===== src/rtl/rkc_pkg.sv =====
// shared types and constants for the rgb 3x3 convolution block
`timescale 1ns / 1ps
`default_nettype none

package rkc_pkg;

   // pixel and tap widths
   localparam int PIX_W  = 8;
   localparam int NUM_CH = 3;
   localparam int TAP_W  = 16;
   localparam int KROWS  = 3;
   localparam int KCOLS  = 3;
   localparam int KTAPS  = KROWS * KCOLS;

   // merged column coefficient: up to three taps added together
   localparam int COEF_W = TAP_W + 2;
   // unsigned pixel (as signed) times coefficient
   localparam int PROD_W = PIX_W + 1 + COEF_W;
   // sum of the three products in one column
   localparam int CSUM_W = PROD_W + 2;
   // sum of the three column sums
   localparam int ACC_W  = CSUM_W + 2;

   localparam logic [PIX_W-1:0] PIX_MAX = 8'd255;
   localparam logic [PIX_W-1:0] PIX_MIN = 8'd0;

   // output queue
   localparam int FIFO_DEPTH = 8;
   localparam int FIFO_AW    = $clog2(FIFO_DEPTH);

   // channel 0 red, 1 green, 2 blue
   typedef logic [NUM_CH-1:0][PIX_W-1:0] pixel_type;
   // row 0 top, row 2 bottom
   typedef pixel_type [KROWS-1:0] column_type;

   typedef logic signed [COEF_W-1:0] coef_type;
   typedef coef_type [KROWS-1:0] coef_col_type;

   typedef logic signed [CSUM_W-1:0] csum_type;
   typedef csum_type [NUM_CH-1:0] csum_col_type;

   typedef struct packed {
      logic      frame_end;
      pixel_type pix;
   } rsp_item_type;

endpackage

`default_nettype wire


===== src/rtl/rkc_cell.sv =====
// one window column cell: holds a pixel column, multiplies it by its taps
`timescale 1ns / 1ps
`default_nettype none

module rkc_cell
   import rkc_pkg::*;
(
   input  wire logic         clock,
   input  wire logic         shift_en,
   input  wire column_type   col_in,
   input  wire coef_col_type coef_in,
   output column_type        col_out,
   output csum_col_type      csum_out
);

   column_type               col_ff;
   logic signed [PROD_W-1:0] prod_ff [KROWS][NUM_CH];
   csum_col_type             csum_ff;

   // column shifts in from the right-hand neighbor on every push
   always_ff @(posedge clock) begin
      if (shift_en) begin
         col_ff <= col_in;
      end
   end

   // per row and channel products
   always_ff @(posedge clock) begin
      for (int r = 0; r < KROWS; r++) begin
         for (int ch = 0; ch < NUM_CH; ch++) begin
            prod_ff[r][ch] <= $signed({1'b0, col_ff[r][ch]}) * $signed(coef_in[r]);
         end
      end
   end

   // column sum per channel
   always_ff @(posedge clock) begin
      for (int ch = 0; ch < NUM_CH; ch++) begin
         csum_ff[ch] <= CSUM_W'(prod_ff[0][ch]) + CSUM_W'(prod_ff[1][ch])
                        + CSUM_W'(prod_ff[2][ch]);
      end
   end

   assign col_out  = col_ff;
   assign csum_out = csum_ff;

endmodule

`default_nettype wire


===== config.mk =====
export PLATFORM = sky130hd
export DESIGN_NAME = rkc_cell
export DESIGN_NICKNAME = d
export VERILOG_FILES = /design/src/rtl/rkc_pkg.sv /design/src/rtl/rkc_cell.sv
export SDC_FILE = /design/constraint.sdc
export NUM_CORES = 2
export LEC_CHECK = 0
export BUFFER_PORTS_ARGS = -buffer_cell sky130_fd_sc_hd__clkbuf_2
export CAP_MARGIN = 20
export CORE_AREA = 2 2 418 420
export CTS_CLUSTER_DIAMETER = 30
export DETAILED_ROUTE_END_ITERATION = 10
export DIE_AREA = 0 0 420 422
export PLACE_DENSITY = 0.52
export SLEW_MARGIN = 20
export SYNTH_ARGS = -nofsm -noshare
export SYNTH_HDL_FRONTEND = slang
export SYNTH_SLANG_ARGS = --single-unit

===== constraint.sdc =====
create_clock -name clock -period 7.87 [get_ports clock]
set_input_delay 1.1805 -clock clock [delete_from_list [all_inputs] [get_ports clock]]
set_output_delay 1.1805 -clock clock [all_outputs]
set_load 0.005 [all_outputs]

==> reports/summary.txt <==
Outcome -> completed
Post-synthesis cell type with the largest combined area -> fa_1
Worst endpoint required time -> 8470 ps
Core Area -> 173,000 um^2
Final setup violation count -> 0
Library cell contributing the largest single delay on the critical path -> edfxtp_1
Class of the most critical setup path -> flip-flop to flip-flop
Clock latency on the worst-skew pair -> 730 ps
First-pass iteration count of the detailed router -> 6
Clock skew -> 55.1 ps
Per-cell via count in the routed design -> 4.68
Summed instance area of the synthesized netlist -> 60,200 um^2
Cells taking the most area after synthesis -> fa_1 (37%), ha_1 (12%), dfxtp_1 (11%), inv_1 (9.5%), and2_1 (7.4%)
Iteration-0 DRC count of the detailed router -> 2,117
CTS tree -> done
Height of the die -> 422 um
Maximum fanout count along the critical path -> 19
Buffer cell driving the clock tree root -> clkbuf_16
Slew Viols, Final -> 0
Count of filler cells inserted in the layout -> 17.4k
GRT Total Usage -> 19.1%
Total number of yosys warnings -> 0
Crit path time final -> 6130 ps
Startpoint types -> flip-flop
CTS max path bufs -> 3
Post-route DRC -> 0
Worst Setup Slack, final -> 1740 ps
Area growth from synthesis to layout -> 12.5%
Type of the worst min-delay path -> flip-flop to flip-flop
Die ar. -> 177,000 um^2
Final hold violation count -> 0
Slew at the pin closest to its max-slew limit -> 1220 ps
CTS buffer count -> 108
Type of element capturing the critical path -> flip-flop
Post-detailed-placement half-perimeter wirelength -> 132 mm
Horizontal die dimension -> 420 um
Number of resized instances in the post-cts repair step -> 0
CP delay by family, top -> adder cells
Weighted congestion at the end of routability-driven global placement -> 0.867
Placed Instance Area -> 63,900 um^2
Syn Nets -> 8,306
Layout net count -> 8,500
Average cell area after synthesis -> 9.26 um^2
Wire length of the first global-routing pass -> 261 mm
Vias in the first global route -> 45.9k
Effective utilization at floorplan -> 34.8%
Cell area after layout -> 67,700 um^2
Post-Syn Instances -> 6,501
Number of primary I/O pins -> 287
Synthesis-stage register bit count -> 402
Routed WL per cell -> 18.0 um
Fraction of final layout cells with drive strength greater than 1 -> 7.57%
Sink Count -> 402
Clock slew at reported path FFs -> 50 ps
Setup fix buffers added after clock tree synthesis -> 0
Worst path cell trace -> nand2_1, fa_1, inv_1, fa_1, fa_1, inv_1, fa_1, inv_1, ha_1, and3_1, nand3_1, nor3_1, nor4bb_1, o41ai_1, a311o_1, a221o_1, a21oi_1, xnor2_1
Buffering stage count on the worst path with inverters included -> 3
Longest individual stage delay on the worst path -> 1140 ps
Detail Route Antenna Nets -> 0
Final Non-Filler Cells -> 9,119
Maximum frequency from static timing analysis -> 0.163 GHz
Hold-fix buffers at CTS -> 0
# Max-Cap Violations -> 0
Number of H-tree branching levels -> 3
Cell occurring most often along the worst timing path -> fa_1
Distinct cell type count after synthesis -> 72
EDFF count, synth -> 72
Arrival time worst endpoint -> 6730 ps
Most used DFF post-synth -> dfxtp_1
Buffers on Ports -> 286
Antenna violations before repair -> 8
Placed Cells -> 8,910
Total detailed-routing wirelength -> 164 mm
RSZ-0062 raised after global routing -> false
Overflow after GRT -> 0
Post-synth top area share -> 36.9%
Largest net degree at the start of global routing -> 41
Post-Route Setup TNS -> 0 ps
Period utilisation layout -> 77.9%
Fraction of registers with async set/reset -> 0%
Relative slew slack -> 19.0%
Total via count in the routed design -> 42.7k
Pre-CTS setup slack -> 1170 ps
Row count -> 153
Part of the Yosys area used for sequential elements -> 14.6%
-- kinds of logic (layout without fill, tap and decap cells) --
| logic type | after synthesis | in the layout | share of synthesized area (%) |
|---|---|---|---|
| AOI/OAI and AO/OA | 664 | 664 | 7.14 |
| xor gates and xnor gates | 291 | 291 | 4.23 |
| adders and majority gates | 1677 | 1677 | 48.7 |
| buffers and inverters | 1745 | 2033 | 10.9 |
| DFF | 402 | 402 | 14.6 |
| muxes | 3 | 3 | 0.0519 |
| other | 0 | 5 | 0 |
| and+or+nand+nor | 1719 | 1719 | 14.5 |
-- path summary, 6_finish.rpt --
path	start	end	slack (ps)	cells after the start
min reg2reg	prod_ff[1][0]	csum_out[58]	580	3
max	col_out[33]	prod_ff[1][53]	1740	18
min	prod_ff[1][0]	csum_out[58]	580	3
max reg2reg	col_out[33]	prod_ff[1][53]	1740	18
-- flip-flops by register name, summed over array words and instances, names as in the netlist --
register  flops
prod_ff     243
csum_out     87
col_out      72
-- Yosys cell counts, drive strengths merged, types with 72 or more instances --
cell / n
a21oi: 233
fa: 1110
a21o: 113
clkbuf: 222
xnor2: 219
and2: 712
nand2: 669
inv: 1522
o21ai: 97
ha: 567
edfxtp: 72
dfxtp: 330
nor2: 123
xor2: 72
-- routing by layer --
| layer | up-vias | track usage (%) | wire length [um] |
|---|---|---|---|
| met5 | - | 0 | 51 |
| met4 | 10 | 6.83 | 6150 |
| met3 | 212 | 3.45 | 8210 |
| met2 | 823 | 31.2 | 76800 |
| met1 | 21639 | 25.2 | 72700 |
| li1 | 20002 | - | - |
-- stage by stage --
step	hold slack, ps	utilization, %
finish	583	39.2
detailed placement	579	37.0
global placement	578	37.0
global route	584	39.2
floorplan	549	-
CTS	562	39.2
-- cells in the final DEF, fill, tap and decap left out, types with 72 or more instances in the layout --
cell type,n
xor2_1,72
nand2_1,669
clkbuf_2,285
xnor2_1,219
inv_1,1522
clkbuf_16,110
and2_1,712
o21ai_0,78
dfxtp_1,330
edfxtp_1,72
a21o_1,112
fa_1,1110
ha_1,567
nor2_1,123
a21oi_1,233
-- worst min-delay path: stages, from the launching register on --
cell,delay (ps)
dfxtp_1,290
inv_1,70
fa_1,150
inv_1,30
-- final cells by class --
type                            count  area (um^2)  area share, %
Multi-Input combinational cell   4354        44900           66.3
Sequential cell                   402         8770           12.9
Inverter                         1523         5720           8.44
Clock buffer                      137         2980           4.41
Tap cell                         2325         2910           4.30
Timing Repair Buffer              306         1580           2.34
Clock inverter                     67          846           1.25
Antenna cell                        5         12.5         0.0185
Power is not shown: default switching activity piles up to over one toggle a cycle in this logic, so the estimate is an artifact.
