$ cat src/rtl/rkc_pkg.sv
// shared types and constants for the rgb 3x3 convolution block
`timescale 1ns / 1ps
`default_nettype none

package rkc_pkg;

   // pixel and tap widths
   localparam int PIX_W  = 8;
   localparam int NUM_CH = 3;
   localparam int TAP_W  = 16;
   localparam int KROWS  = 3;
   localparam int KCOLS  = 3;
   localparam int KTAPS  = KROWS * KCOLS;

   // merged column coefficient: up to three taps added together
   localparam int COEF_W = TAP_W + 2;
   // unsigned pixel (as signed) times coefficient
   localparam int PROD_W = PIX_W + 1 + COEF_W;
   // sum of the three products in one column
   localparam int CSUM_W = PROD_W + 2;
   // sum of the three column sums
   localparam int ACC_W  = CSUM_W + 2;

   localparam logic [PIX_W-1:0] PIX_MAX = 8'd255;
   localparam logic [PIX_W-1:0] PIX_MIN = 8'd0;

   // output queue
   localparam int FIFO_DEPTH = 8;
   localparam int FIFO_AW    = $clog2(FIFO_DEPTH);

   // channel 0 red, 1 green, 2 blue
   typedef logic [NUM_CH-1:0][PIX_W-1:0] pixel_type;
   // row 0 top, row 2 bottom
   typedef pixel_type [KROWS-1:0] column_type;

   typedef logic signed [COEF_W-1:0] coef_type;
   typedef coef_type [KROWS-1:0] coef_col_type;

   typedef logic signed [CSUM_W-1:0] csum_type;
   typedef csum_type [NUM_CH-1:0] csum_col_type;

   typedef struct packed {
      logic      frame_end;
      pixel_type pix;
   } rsp_item_type;

endpackage

`default_nettype wire

$ cat src/rtl/rkc_fifo.sv
// small result queue between the filter pipeline and the response port
`timescale 1ns / 1ps
`default_nettype none

module rkc_fifo
   import rkc_pkg::*;
(
   input  wire logic         clock,
   input  wire logic         reset,
   input  wire logic         push_en,
   input  wire rsp_item_type push_item,
   input  wire logic         pop_en,
   output rsp_item_type      head_item,
   output logic              not_empty
);

   rsp_item_type       mem_ff [FIFO_DEPTH];
   logic [FIFO_AW-1:0] wr_ptr_ff;
   logic [FIFO_AW-1:0] rd_ptr_ff;
   logic [FIFO_AW:0]   count_ff;

   // storage
   always_ff @(posedge clock) begin
      if (push_en) begin
         mem_ff[wr_ptr_ff] <= push_item;
      end
   end

   // pointers and fill count
   always_ff @(posedge clock) begin
      if (reset) begin
         wr_ptr_ff <= '0;
         rd_ptr_ff <= '0;
         count_ff  <= '0;
      end else begin
         if (push_en) begin
            wr_ptr_ff <= wr_ptr_ff + FIFO_AW'(1);
         end
         if (pop_en) begin
            rd_ptr_ff <= rd_ptr_ff + FIFO_AW'(1);
         end
         count_ff <= count_ff + (FIFO_AW+1)'(push_en) - (FIFO_AW+1)'(pop_en);
      end
   end

   assign head_item = mem_ff[rd_ptr_ff];
   assign not_empty = (count_ff != '0);

endmodule

`default_nettype wire

$ cat config.mk
export PLATFORM = sky130hd
export DESIGN_NAME = rkc_fifo
export DESIGN_NICKNAME = d
export VERILOG_FILES = /design/src/rtl/rkc_pkg.sv /design/src/rtl/rkc_fifo.sv
export SDC_FILE = /design/constraint.sdc
export NUM_CORES = 1
export LEC_CHECK = 0
export BUFFER_PORTS_ARGS = -buffer_cell sky130_fd_sc_hd__clkbuf_2
export CORE_MARGIN = 3
export CORE_UTILIZATION = 40
export DETAILED_ROUTE_END_ITERATION = 10
export PLACE_DENSITY = 0.63
export SYNTH_ARGS = -nofsm -noshare
export SYNTH_HDL_FRONTEND = slang
export SYNTH_SLANG_ARGS = --single-unit
$ cat constraint.sdc
create_clock -name clock -period 3.05 [get_ports clock]
set_input_delay 0.305 -clock clock [delete_from_list [all_inputs] [get_ports clock]]
set_output_delay 0.305 -clock clock [all_outputs]
set_load 0.1 [all_outputs]
==> flow_summary.json, run 1 <==
{
  "rr_startpoint": "count_ff[0]",
  "antenna_found_initial": 0,
  "final_report_hold_violation_count": 0,
  "gp_congestion": 0.684,
  "timing.critical_path.to_type": "output port",
  "post_synthesis_instance_total": 358,
  "fin_crit_ps": 2690,
  "setup.worst_path.class": "reg -> out",
  "htree_num_levels": 1,
  "peakVddDrop_uv": 397,
  "syn-cell-area_sq_um": 8310,
  "critPathLaunchType": "flop",
  "maxClockFrequency_mhz": 372,
  "crit_path_max_fanout": 34,
  "timing.slew.headroom": 0.634,
  "crit_path_cell_trace": "buf_12 > mux4_1 > mux2_2 > clkbuf_2",
  "totalWireLength_um": 14600,
  "family_of_cells_with_the_greatest_summed_delay_on_the_critical_path": "multiplexers",
  "dpl_worst_slack_ps": 846,
  "rsz0062_at_grt": "no",
  "io_pins": 55,
  "detailedRoute.firstIterationViolations": 194,
  "cts.repair.resized": 0,
  "synth_nets": 395,
  "max_stage_delay_ps": 590,
  "worst_ep_arrival_time_ps": 2390,
  "critical_path.n_buffers_inverters": 2,
  "final_max_slew_viol_count": 0,
  "outcome": "finished clean",
  "tritoncts_clock_tree": "built",
  "hold_slack_ps": 90.5,
  "tritoncts.num_buffers": 22,
  "synth_area_leader_cell": "sky130_fd_sc_hd__edfxtp_1",
  "chipWidth_um": 150,
  "grt.overflow.total": 0,
  "grt_start_max_net_pins": 35,
  "dr_wl_met2_um": 7760,
  "class_of_the_tightest_hold_or_removal_check": "in -> reg",
  "finalClockSkew_ps": 9.28,
  "dieArea_sq_um": 22500,
  "avgViaCountPerCell": 5.12,
  "seq_total_area_yosys": 0.754,
  "drt_first_pass_iters": 4,
  "slowest_stage_cell_on_the_critical_path": "sky130_fd_sc_hd__mux4_1",
  "final_layout_size_suffix_gt1_frac": 0.304,
  "insertedDiodeCount": 0,
  "placed_wire_length_estimate_um": 8520,
  "max_slew.worst_pin.slew_ps": 551,
  "cts.path.max_buffers": 3,
  "yosysUniqueCellTypes": 21,
  "synth_top_area_frac": 0.723,
  "cts_num_sinks": 213,
  "critical_path_required_ps": 2740,
  "postCtsSetupBuffers": 0,
  "clk_transition_reported_paths_ps": 60,
  "synthTopCellsByArea": "sky130_fd_sc_hd__edfxtp_1, sky130_fd_sc_hd__mux4_1, sky130_fd_sc_hd__mux2_2",
  "grt_pass1_vias": 4022,
  "drtAntennaViolNets": 0,
  "clock_latency_ps": 490,
  "timing.final.setup_violations": 0,
  "total_power_mw": 6.88,
  "coreArea_sq_um": 20300,
  "placementRows": 52,
  "worst_hold_launch": "push_item[4]",
  "via_count": 3688,
  "numPortBuffers": 54,
  "drc": 0,
  "met3RoutedLength_um": 685,
  "setup_ws_ps": 359,
  "floorplan.die.height_um": 150,
  "yosys_register_bits": 213,
  "cap_violations": 0,
  "cts_root_buf": "sky130_fd_sc_hd__clkbuf_16",
  "wirelength_met1_um": 5930,
  "fin_crit_sh": 0.882,
  "avgRoutedWirePerCell_um": 20.3,
  "floorplan.initialDensity": 0.409,
  "leakage_nw": 3.27,
  "cts.hold.buffers_added": 0,
  "top_layer_used": "met4",
  "grt_util_all_layers": 0.133,
  "area_growth_syn_to_layout_pct": 16.7,
  "cell_pwr_density_nw_per_um2": 709,
  "grt_first_pass_wirelength_um": 22600,
  "synth-warning-count": 0,
  "postLayoutCoreUtil": 0.478,
  "fin_setup_tns_ps": 0,
  "post_synth.cell_area_avg_sq_um": 23.2,
  "finalNetCount": 473
}
final cells by class:
type	count	area, sq um
fillers	1668	10600
well taps	270	338
repair buffers	70	428
clock buffers	26	587
multi-input cells	122	1940
flip-flops and latches	213	6270
clock inverters	12	111
inverters	7	26.3
cells in the final DEF, fill, tap and decap left out, types with 2 or more instances in the layout:
| cell | instances |
|---|---|
| sky130_fd_sc_hd__xor2_1 | 3 |
| sky130_fd_sc_hd__dfxtp_1 | 11 |
| sky130_fd_sc_hd__nor2_1 | 10 |
| sky130_fd_sc_hd__clkinv_1 | 4 |
| sky130_fd_sc_hd__bufinv_16 | 2 |
| sky130_fd_sc_hd__clkbuf_2 | 54 |
| sky130_fd_sc_hd__mux2_2 | 25 |
| sky130_fd_sc_hd__mux2i_1 | 2 |
| sky130_fd_sc_hd__buf_12 | 3 |
| sky130_fd_sc_hd__inv_1 | 7 |
| sky130_fd_sc_hd__buf_4 | 13 |
| sky130_fd_sc_hd__clkinv_2 | 4 |
| sky130_fd_sc_hd__ha_1 | 7 |
| sky130_fd_sc_hd__edfxtp_1 | 200 |
| sky130_fd_sc_hd__a21oi_1 | 2 |
| sky130_fd_sc_hd__nand2b_1 | 4 |
| sky130_fd_sc_hd__xnor2_1 | 2 |
| sky130_fd_sc_hd__clkbuf_16 | 23 |
| sky130_fd_sc_hd__nor3_2 | 2 |
| sky130_fd_sc_hd__nand3_1 | 2 |
| sky130_fd_sc_hd__mux4_1 | 50 |
| sky130_fd_sc_hd__nor2_2 | 6 |
| sky130_fd_sc_hd__dfxtp_2 | 2 |
| sky130_fd_sc_hd__clkbuf_1 | 3 |
| sky130_fd_sc_hd__nand2_1 | 4 |
flip-flops by register name (all words and copies together), names as in the netlist, named ones only:
register   cells
rd_ptr_ff      3
wr_ptr_ff      3
count_ff       4
mem_ff       200
cells by family after synthesis:
kind of cell             synth area share
multiplexers                        0.194
adder cells (fa/ha/maj)            0.0129
AND/OR/NAND/NOR                    0.0152
buffers and inverters              0.0158
AO/OA/AOI/OAI                     0.00226
flip-flops                          0.754
XOR/XNOR                          0.00527
path summary, 6_finish.rpt:
| kind | to | slack, ps | depth (start not counted) |
|---|---|---|---|
| worst max-delay path | head_item[7] | 360 | 4 |
| worst min-delay path | mem_ff[5][4] | 90 | 1 |
| worst min register to register | flop | 540 | 2 |
| worst max register to register | count_ff[2] | 1410 | 8 |
power by group:
part | total [mW] | switching (mW) | internal, mW
registers | 3.32 | 0.0302 | 3.29
logic | 1.01 | 0.734 | 0.274
clock network | 2.55 | 1.01 | 1.54
metrics by stage:
step                area (sq um)  std cells
finish                      9700        720
global route                9700        720
CTS                         9700        720
detailed placement          9000        682
global placement            9000        682
floorplan                   8310        358
layer usage:
| layer | up-vias | track usage |
|---|---|---|
| met3 | 19 | 0.0271 |
| met5 | - | 0 |
| li1 | 1675 | - |
| met1 | 1924 | 0.168 |
| met4 | 0 | 0.0384 |
| met2 | 70 | 0.235 |
synthesized netlist by cell type:
| master | number |
|---|---|
| sky130_fd_sc_hd__xnor2_1 | 2 |
| sky130_fd_sc_hd__nor2b_1 | 1 |
| sky130_fd_sc_hd__mux4_1 | 50 |
| sky130_fd_sc_hd__mux2_2 | 25 |
| sky130_fd_sc_hd__nand2b_1 | 4 |
| sky130_fd_sc_hd__edfxtp_1 | 200 |
| sky130_fd_sc_hd__a31o_2 | 1 |
| sky130_fd_sc_hd__mux2i_1 | 2 |
| sky130_fd_sc_hd__xor2_1 | 3 |
| sky130_fd_sc_hd__a21oi_1 | 2 |
| sky130_fd_sc_hd__nor3_1 | 2 |
| sky130_fd_sc_hd__ha_1 | 7 |
| sky130_fd_sc_hd__buf_6 | 6 |
| sky130_fd_sc_hd__nor2_1 | 16 |
| sky130_fd_sc_hd__nand2_1 | 4 |
| sky130_fd_sc_hd__fa_1 | 1 |
| sky130_fd_sc_hd__buf_1 | 7 |
| sky130_fd_sc_hd__nand3_1 | 2 |
| sky130_fd_sc_hd__clkbuf_1 | 3 |
| sky130_fd_sc_hd__inv_1 | 7 |
| sky130_fd_sc_hd__dfxtp_1 | 13 |
worst register-to-register path: stages (launching register included):
cell and delay [ps]:
sky130_fd_sc_hd__dfxtp_1 310, sky130_fd_sc_hd__inv_1 60, sky130_fd_sc_hd__ha_1 260, sky130_fd_sc_hd__inv_1 60, sky130_fd_sc_hd__ha_1 150, sky130_fd_sc_hd__inv_1 60
sky130_fd_sc_hd__fa_1 400, sky130_fd_sc_hd__xor2_1 180, sky130_fd_sc_hd__nor2_1 50
Power figures use the tool's default switching activity.
==> inputs of run 2 (changes only) <==
- GPL_TIMING_DRIVEN: default -> 0
- PLACE_DENSITY: 0.63 -> 0.65
- clock period: 3.05 -> 2.27 ns (I/O delays scaled with it)
==> run 2 against run 1 <==
Net effect:
- the run now ends with setup timing left
- global-route usage up 0.87 points
- final cell count rose by 3.8%
- critical path depth is 1 higher
- flip-flop and latch count is the same
- via count is 2.3% higher
- clock skew grew 1.1 ps
==> flow_summary.json, run 2 (synthesized netlist as in run 1, its figures left out) <==
{
  "outcome": "complete, but fails checks",
  "violated_checks": "setup timing",
  "worst-r2r-cell-count": 3,
  "grt_pass1_vias": 4102,
  "floorplan.die.height_um": 150,
  "setup.worst_path.class": "reg -> out",
  "cell_internal_pwr_mw": 7.08,
  "avgRoutedWirePerCell_um": 21.6,
  "drc": 0,
  "tritoncts.num_buffers": 22,
  "timing.critical_path.to_type": "output port",
  "critPathLaunchType": "flop",
  "drt_first_pass_iters": 4,
  "finalInstanceArea_sq_um": 10600,
  "io_pins": 55,
  "swShare": 0.259,
  "area.sequential_sq_um": 6270,
  "max_stage_delay_ps": 540,
  "avgViaCountPerCell": 5.05,
  "drtAntennaViolNets": 0,
  "antenna_found_initial": 1,
  "largest_register_ffs": 200,
  "rsz0062_at_grt": "yes",
  "top_register": "mem_ff",
  "timing.final.setup_violations": 25,
  "fin_crit_sh": 1.07,
  "final_max_slew_viol_count": 0,
  "slowest_stage_cell_on_the_critical_path": "sky130_fd_sc_hd__mux4_1",
  "critical_path.n_buffers_inverters": 3,
  "via_count": 3771,
  "gp_congestion": 0.651,
  "grt_start_max_net_pins": 25,
  "final.fill_count": 1632,
  "leakage_nw": 3.57,
  "postLayoutCoreUtil": 0.521,
  "hold_slack_ps": 16.2,
  "final_report_hold_violation_count": 0,
  "cts_num_sinks": 213,
  "grt_util_all_layers": 0.142,
  "wirelength_met1_um": 6770,
  "placementRows": 52,
  "reg_top3": "mem_ff (200), count_ff (4)",
  "class_of_the_tightest_hold_or_removal_check": "in -> reg",
  "pwr-share-clk": 0.335,
  "insertedDiodeCount": 0,
  "maxClockFrequency_mhz": 413,
  "layout_commonest_cell": "sky130_fd_sc_hd__edfxtp_1",
  "dr_wl_met2_um": 8080,
  "seqPwrFrac": 0.469,
  "holdPathStages": 1,
  "max_slew.worst_pin.slew_ps": 806,
  "area_of_placed_instances_sq_um": 9180,
  "chipWidth_um": 150,
  "numPortBuffers": 54,
  "crit_path_max_fanout": 6,
  "tritoncts_clock_tree": "built",
  "timing.slew.headroom": 0.461,
  "grt.overflow.total": 0,
  "floorplan.initialDensity": 0.409,
  "peakVddDrop_uv": 916,
  "met3RoutedLength_um": 1010,
  "family_of_cells_with_the_greatest_summed_delay_on_the_critical_path": "multiplexers",
  "worst_ep_arrival_time_ps": 2190,
  "cts_root_buf": "sky130_fd_sc_hd__clkbuf_16",
  "cap_violations": 0,
  "finalNetCount": 499,
  "fin_setup_tns_ps": -3120,
  "dieArea_sq_um": 22500,
  "clk_transition_reported_paths_ps": 60,
  "crit_path_frequent_cell": "sky130_fd_sc_hd__buf_12",
  "finalClockSkew_ps": 10.4,
  "crit_path_cell_trace": "buf_12 > buf_12 > mux4_1 > mux2_2 > clkbuf_16",
  "setup_ws_ps": -151,
  "detailedRoute.firstIterationViolations": 355,
  "most-common-layout-cells": "sky130_fd_sc_hd__edfxtp_1, sky130_fd_sc_hd__clkbuf_16, sky130_fd_sc_hd__mux4_2",
  "placed_wire_length_estimate_um": 9130,
  "critical_path_required_ps": 2040,
  "combined_area_of_the_multi_input_logic_cells_sq_um": 1890,
  "cell_pwr_density_nw_per_um2": 902,
  "coreArea_sq_um": 20300,
  "final_layout_size_suffix_gt1_frac": 0.405,
  "totalWireLength_um": 16100,
  "comb_power_share": 0.196,
  "postCtsSetupBuffers": 0,
  "clock_latency_ps": 490,
  "top_layer_used": "met5",
  "fin_crit_ps": 2420,
  "htree_num_levels": 1,
  "area_growth_syn_to_layout_pct": 27.3,
  "grt_first_pass_wirelength_um": 23700,
  "timing.critical_path.depth": 5,
  "placed_cells_incl_taps": 690,
  "switching_power_mw": 2.47,
  "cts.path.max_buffers": 3,
  "instances_no_fill": 747
}
==> run 2: changes by cell type in the layout (fill, tap and decap cells not counted), sizes merged <==
cell and delta:
inv -1, clkbuf +13, dlygate4sd3 +12, buf +5, bufinv -2
==> run 2: area by class of cell <==
type | instances | share of cell area
inverters | 7 | 0.00248
well taps | 270 | 0.0319
clock inverters | 9 | 0.00414
multi-input cells | 122 | 0.178
repair buffers | 80 | 0.116
plain buffers | 16 | 0.0173
flip-flops and latches | 213 | 0.593
clock buffers | 30 | 0.0569
==> run 2: routing by layer <==
metal	up-vias	GRT usage
met5	-	0
met4	2	0.0361
met3	19	0.0358
met2	106	0.238
met1	1954	0.187
li1	1690	-
==> run 2: worst reg2reg max path, stage by stage (launching register included) <==
cell and delay (ps):
sky130_fd_sc_hd__dfxtp_1 330, sky130_fd_sc_hd__nand2b_1 320, sky130_fd_sc_hd__nor3_4 700, sky130_fd_sc_hd__buf_16 240
==> run 2: timing repair <==
item	4_1_cts	5_1_grt
setup endpoints to repair	25	25
hold buffers	12	0
gates cloned	0	6
hold endpoints to repair	96	0
resized for setup	138	36
==> run 2: path summary, 6_finish.rpt <==
kind / startpoint / end / slack, ps
max: flop / head_item[6] / -150
min: push_item[2] / mem_ff[7][2] / 20
max reg2reg: wr_ptr_ff[2] / mem_ff[0][10] / 370
min reg2reg: rd_ptr_ff[2] / rd_ptr_ff[2] / 530
==> run 2: metrics by stage <==
step | worst slack (ps) | total power [mW]
after floorplan | 244 | 5.64
after global placement | -920 | 5.89
after detailed placement | -145 | 5.97
after CTS | -202 | 9.58
after global routing | -230 | 9.93
final | -151 | 9.55
==> run 2: power by group through the flow <==
stage                     clock, mW  sequential [mW]  combinational [mW]
after floorplan                   0             4.54                1.10
after global placement            0             4.54                1.35
after detailed placement          0             4.55                1.42
after CTS                      3.29             4.47                1.82
after global routing           3.47             4.48                1.98
final                          3.20             4.47                1.88
